`src/rtl/core/first_fit_free_list_allocator_top_assert.svh`:
```
// Assertion macros shared by the allocator's RTL.
`ifndef FIRST_FIT_FREE_LIST_ALLOCATOR_TOP_ASSERT_SVH
`define FIRST_FIT_FREE_LIST_ALLOCATOR_TOP_ASSERT_SVH

// Same-cycle implication, checked out of reset.
`define FFA_ASSERT_IMP(lbl, clk_s, rstn_s, ante, cons) \
  lbl: assert property (@(posedge clk_s) disable iff (!(rstn_s)) (ante) |-> (cons)) \
    else $error("allocator assertion failed");

// Next-cycle implication, checked out of reset.
`define FFA_ASSERT_NXT(lbl, clk_s, rstn_s, ante, cons) \
  lbl: assert property (@(posedge clk_s) disable iff (!(rstn_s)) (ante) |=> (cons)) \
    else $error("allocator assertion failed");

`endif

```
`src/rtl/core/ffa_pkg.sv`:
```
// Shared constants, status codes and control/status structs of the allocator.
package ffa_pkg;

  localparam int unsigned HEAP_BYTES_DEF = 65536;
  localparam int unsigned ALIGN_BYTES    = 8;
  localparam int unsigned HDR_BYTES      = 16;

  localparam int unsigned REQ_W   = 17;
  localparam int unsigned ADDR_W  = 16;
  localparam int unsigned SIZE_W  = 17;
  localparam int unsigned LIMIT_W = 17;
  localparam int unsigned STAT_W  = 3;

  localparam int unsigned LIMIT_RST = 65536;
  localparam int unsigned ADDR_MAX  = 65535;

  localparam logic [STAT_W-1:0] ST_REUSED  = 3'd0;
  localparam logic [STAT_W-1:0] ST_NEW     = 3'd1;
  localparam logic [STAT_W-1:0] ST_OOM     = 3'd2;
  localparam logic [STAT_W-1:0] ST_FREED   = 3'd3;
  localparam logic [STAT_W-1:0] ST_IGNORED = 3'd4;

  // controller -> datapath
  typedef struct packed {
    logic load;
    logic walk_init;
    logic walk_step;
    logic take_hit;
    logic take_new;
    logic oom;
    logic free_push;
    logic free_ignore;
  } ffa_cmd_t;

  // datapath -> controller
  typedef struct packed {
    logic req_free;
    logic free_ok;
    logic head_nz;
    logic hit;
    logic next_nz;
    logic steps_last;
    logic brk_fits;
  } ffa_sts_t;

endpackage

```
`src/rtl/core/ffa_ctrl.sv`:
```
// Request sequencer: decode, free-list walk and break fallback.
module ffa_ctrl (
  input  logic              clk,
  input  logic              rst_n,
  input  logic              start,
  output logic              busy,
  input  ffa_pkg::ffa_sts_t sts,
  output ffa_pkg::ffa_cmd_t cmd
);
  import ffa_pkg::*;

  localparam logic [1:0] S_IDLE   = 2'd0;
  localparam logic [1:0] S_DECODE = 2'd1;
  localparam logic [1:0] S_WALK   = 2'd2;
  localparam logic [1:0] S_BRK    = 2'd3;

  logic [1:0] state_r, state_nxt;

  always_comb begin
    state_nxt = state_r;
    cmd       = '0;
    unique case (state_r)
      S_IDLE: begin
        if (start) begin
          cmd.load  = 1'b1;
          state_nxt = S_DECODE;
        end
      end
      S_DECODE: begin
        if (sts.req_free) begin
          cmd.free_push   = sts.free_ok;
          cmd.free_ignore = !sts.free_ok;
          state_nxt       = S_IDLE;
        end else if (sts.head_nz) begin
          cmd.walk_init = 1'b1;
          state_nxt     = S_WALK;
        end else begin
          state_nxt = S_BRK;
        end
      end
      S_WALK: begin
        // header of the current block is on the RAM outputs
        if (sts.hit) begin
          cmd.take_hit = 1'b1;
          state_nxt    = S_IDLE;
        end else if (sts.next_nz && !sts.steps_last) begin
          cmd.walk_step = 1'b1;
        end else begin
          state_nxt = S_BRK;
        end
      end
      S_BRK: begin
        cmd.take_new = sts.brk_fits;
        cmd.oom      = !sts.brk_fits;
        state_nxt    = S_IDLE;
      end
      default: begin
        state_nxt = S_IDLE;
      end
    endcase
  end

  always_ff @(posedge clk) begin
    if (!rst_n) begin
      state_r <= S_IDLE;
    end else begin
      state_r <= state_nxt;
    end
  end

  assign busy = (state_r != S_IDLE);

endmodule

```
`config.mk`:
```
export PLATFORM = sky130hd
export DESIGN_NAME = ffa_ctrl
export DESIGN_NICKNAME = d
export VERILOG_FILES = /design/src/rtl/core/first_fit_free_list_allocator_top_assert.svh /design/src/rtl/core/ffa_pkg.sv /design/src/rtl/core/ffa_ctrl.sv
export SDC_FILE = /design/constraint.sdc
export NUM_CORES = 1
export LEC_CHECK = 0
export BUFFER_PORTS_ARGS = -buffer_cell sky130_fd_sc_hd__buf_2
export CAP_MARGIN = 25
export CORE_AREA = 3 3 40 42
export CTS_BUF_LIST = sky130_fd_sc_hd__clkbuf_4 sky130_fd_sc_hd__clkbuf_8
export CTS_CLUSTER_SIZE = 14
export DETAILED_ROUTE_END_ITERATION = 8
export DIE_AREA = 0 0 43 45
export PLACE_DENSITY = 0.46
export REMOVE_ABC_BUFFERS = 1
export SYNTH_ARGS = -nofsm -noshare
export SYNTH_HDL_FRONTEND = slang
export SYNTH_SLANG_ARGS = --single-unit
```
`constraint.sdc`:
```
create_clock -name clk -period 3 [get_ports clk]
set_input_delay 0.9 -clock clk [delete_from_list [all_inputs] [get_ports clk]]
set_output_delay 0.9 -clock clk [all_outputs]
set_load 0.1 [all_outputs]
```
-- Word-level counts from Yosys, hierarchy flattened
Index checks and enable logic that the tools add are counted.
- multiplexer cells: 18
- reduce and logical (&&, ||, !) cells: 7
- equal/unequal tests: 5
- operators with widths (cell ; count):
    2-bit 2-to-1 mux ; 8
    1-bit 2-to-1 mux ; 9
    2-bit one-hot mux with 4 select lines ; 1
    2-bit == test, second input constant ; 2
    1-bit zero test ; 3
    3-bit inequality test, second input constant ; 1
    2-bit by 1-bit == test with 1-bit output, second input constant ; 1
    2-bit zero test ; 1
    2-bit inequality test, second input constant ; 1
    2-bit AND reduction ; 1
    2-bit nonzero test ; 1
    1-bit logical AND ; 1
- word-level logic and storage cells: 31
- bits of input ports: 10
- bits in registers: 2

-- Longest topological paths before layout
- word-level depth: 5
- depth in mapped cells: 3

-- Worst setup path before layout
OpenSTA, ideal clock, no wires.
- kind: input to output
- start point: input sts[6] in the netlist's numbering
- end point: output cmd[0] in the netlist's numbering
- buffers on the path: 0
- path slack: -0.093 ns
- arrival: 2.193 ns
- data required time: 2.100 ns
- cell stages on the path: 2
- cells stage by stage: nand2_1 -> nor2_1
- RTL lines (what ; line ; RTL):
    start: declaration ; ffa_ctrl.sv:7 ; input ffa_pkg::ffa_sts_t sts,
    end: declaration ; ffa_ctrl.sv:8 ; output ffa_pkg::ffa_cmd_t cmd

==> impl_results.md <==
* Synth area leader: dfxtp_1
* LEAKAGE at 0.190 nW
* 1st-pass router iterations at 2
* DR WL/cell at 8.49 µm
* Startpoint types: input pin
* RSZ-0062 raised after global routing: false
* Dpl hpwl at 396 µm
* Via count at 231
* First-pass GRT wire length at 828 µm
* Hold EP: state_r[0]$_SDFFE_PN0P_
* Hold crit path type: flip-flop to flip-flop
* Tcrit/Tclk final at 88.6%
* WHS Path Cells at 3
* CTS clk-pin slew, worst paths at 30 ps
* Slew margin rel. at 67.4%
* Placer congestion estimate at 0.632
* Top post-synthesis cells by area: dfxtp_1, nor2_1, nor2b_4, and3_1, nand2_1
* Clk_skew at 4.90 ps
* Final Hold Vio Count at 0
* Setup crit end kind: output port
* Status: finished clean
* Post-cts sizing count at 0
* Worst Path Max Fanout at 4
* Clk sinks at 2
* Measured slew at the worst slew-check pin at 492 ps
* Vias per inst at 3.79
* Clk_lat worst skew at 220 ps
* H-tree Lvls at 1
* Die Area at 1940 µm²
* Final setup TNS at 0 ps
* Min setup slack post-route at 343 ps
* Syn avg cell area at 7.31 µm²
* PortBufs at 18
* Share of cells above drive strength 1 at 58.7%
* Area Overhead vs Synth at 71.9%
* Grt ovf at 0
* CTS Buf Count at 3
* Clock root buffer: clkbuf_4
* DRC violation count after routing at 0
* CP arrival at 1760 ps
* Netlist Area Pre-Place at 183 µm²
* Worst reg-to-reg setup slack at 2050 ps
* Max-capacitance violation count at 0
* Fin util at 24.4%
* Setup violations, final at 0
* Power Density at 522 nW/µm²
* FF-to-FF path depth at 3
* TritonCTS clock tree: built
* NumNets Final at 58
* GRT Resource Usage Total at 6.31%
* Synth Instances at 25
* Crit path kind: input pin to output port
* Yosys warns at 0
* Dpl ws at 339 ps
* Core ar. at 1280 µm²
* Biggest register: state_r
* Routed Antenna Nets at 0
* Slowest-stage cell, CP: buf_2
* Largest net degree at the start of global routing at 10
* Hold buffers post-CTS at 0
* Worst Hold Launch: state_r[1]$_SDFFE_PN0P_
* Slowest stage delay, CP at 430 ps
* Initial Util at 14.2%
* Netlist cell types at 15
* Die W at 43 µm
* Final min period at 2660 ps
* Share of the synthesized area in the top cell type at 21.9%
* Most used cell, CP: buf_2
* Reg2reg end: state_r[0]$_SDFFE_PN0P_
* Max-slew violations at 0
* Worst VDD drop at 0.249 mV
* Sequential area share after synthesis at 21.9%
* IO Pins at 19
* Routed WL at 518 µm
* Worst EP required at 2100 ps
* Max reg flops at 2
* # rows at 13
* Postcts setup bufs at 0
* Crit Reg-Reg Startpoint: state_r[1]$_SDFFE_PN0P_
* Chip height at 45 µm
* Biggest regs: state_r x2
* Max Fclk at 376 MHz
* Crit path cell chain: buf_2 -> nor2_1 -> and4b_1 -> buf_2
* Diodes inserted at 0
* Max clock buf depth at 2
* 1st-iter DRT viols at 10
* Register bit total from synthesis at 2
* Vias in the first global route at 196
* Hold WS at 683 ps
* Antenna violations before repair at 0
==> report_power, final <==
| group | internal (mW) | switching, mW | total [mW] |
|---|---|---|---|
| Clock | 0.0441 | 0.0151 | 0.0592 |
| Sequential | 0.0290 | 0.00461 | 0.0336 |
| Combinational | 0.0178 | 0.0535 | 0.0713 |
| Total | 0.0909 | 0.0732 | 0.164 |
==> kinds of logic after synthesis <==
family / share of synthesized area, %
AND/OR/NAND/NOR: 59.6
buffers and inverters: 4.11
AO/OA/AOI/OAI: 14.4
flip-flops: 21.9
==> cells in the final DEF, fill, tap and decap left out <==
cell	synthesis	routed
buf_2	0	18
nor2b_4	1	1
or2_4	1	1
nand2_1	3	3
and3_2	1	1
clkbuf_4	0	3
nor3_2	1	1
and4b_1	1	1
a22oi_1	1	1
inv_1	2	2
nor2b_1	1	1
nor2_1	5	5
o21ai_0	2	2
and3b_2	1	1
and3_1	2	2
o21ai_2	1	1
dfxtp_1	2	2
==> critical path: cells and delay by family <==
kind / cells / cell delay (ps)
buffers and inverters: 2 / 550
AND/OR/NAND/NOR: 2 / 300
==> layout make-up <==
cell class | instances | area, µm²
tap | 15 | 18.8
inverter | 2 | 7.51
clock buffer | 3 | 22.5
sequential | 2 | 40.0
fill | 150 | 971
timing repair buffer | 18 | 90.1
multi-input combinational | 21 | 135
==> routing by layer <==
metal | wire length [µm] | part of all wire (%) | track usage (%) | up-vias
met1 | 242 | 47 | 7.89 | 88
met2 | 200 | 39 | 7.49 | 14
met4 | 19 | 3.7 | 9.04 | 0
li1 | - | - | - | 127
met5 | 0 | 0 | 0 | -
met3 | 55 | 11 | 1.20 | 2
==> synth_stat cells (all sizes together) <==
cell type and count:
nor2 5, and3 3, nand2 3, o21ai 3, dfxtp 2, inv 2
nor2b 2, a22oi 1, and3b 1, and4b 1, nor3 1, or2 1
==> stage by stage <==
| step | cell area [µm²] | cells | power [mW] |
|---|---|---|---|
| after floorplan | 183 | 25 | 0.0906 |
| final | 314 | 61 | 0.164 |
| after detailed placement | 292 | 58 | 0.105 |
| after global routing | 314 | 61 | 0.178 |
| after CTS | 314 | 61 | 0.169 |
| after global placement | 292 | 58 | 0.106 |
==> worst max-delay path by stage <==
stage | startpoint | end | slack [ps]
finish | sts[3] | cmd[5] | 340
CTS | sts[3] | cmd[5] | 340
global placement | sts[3] | cmd[5] | 340
detailed placement | sts[3] | cmd[5] | 340
floorplan | sts[6] | cmd[0] | -90
global route | sts[3] | cmd[5] | 300
No activity file was read; power rests on OpenSTA's default activity.
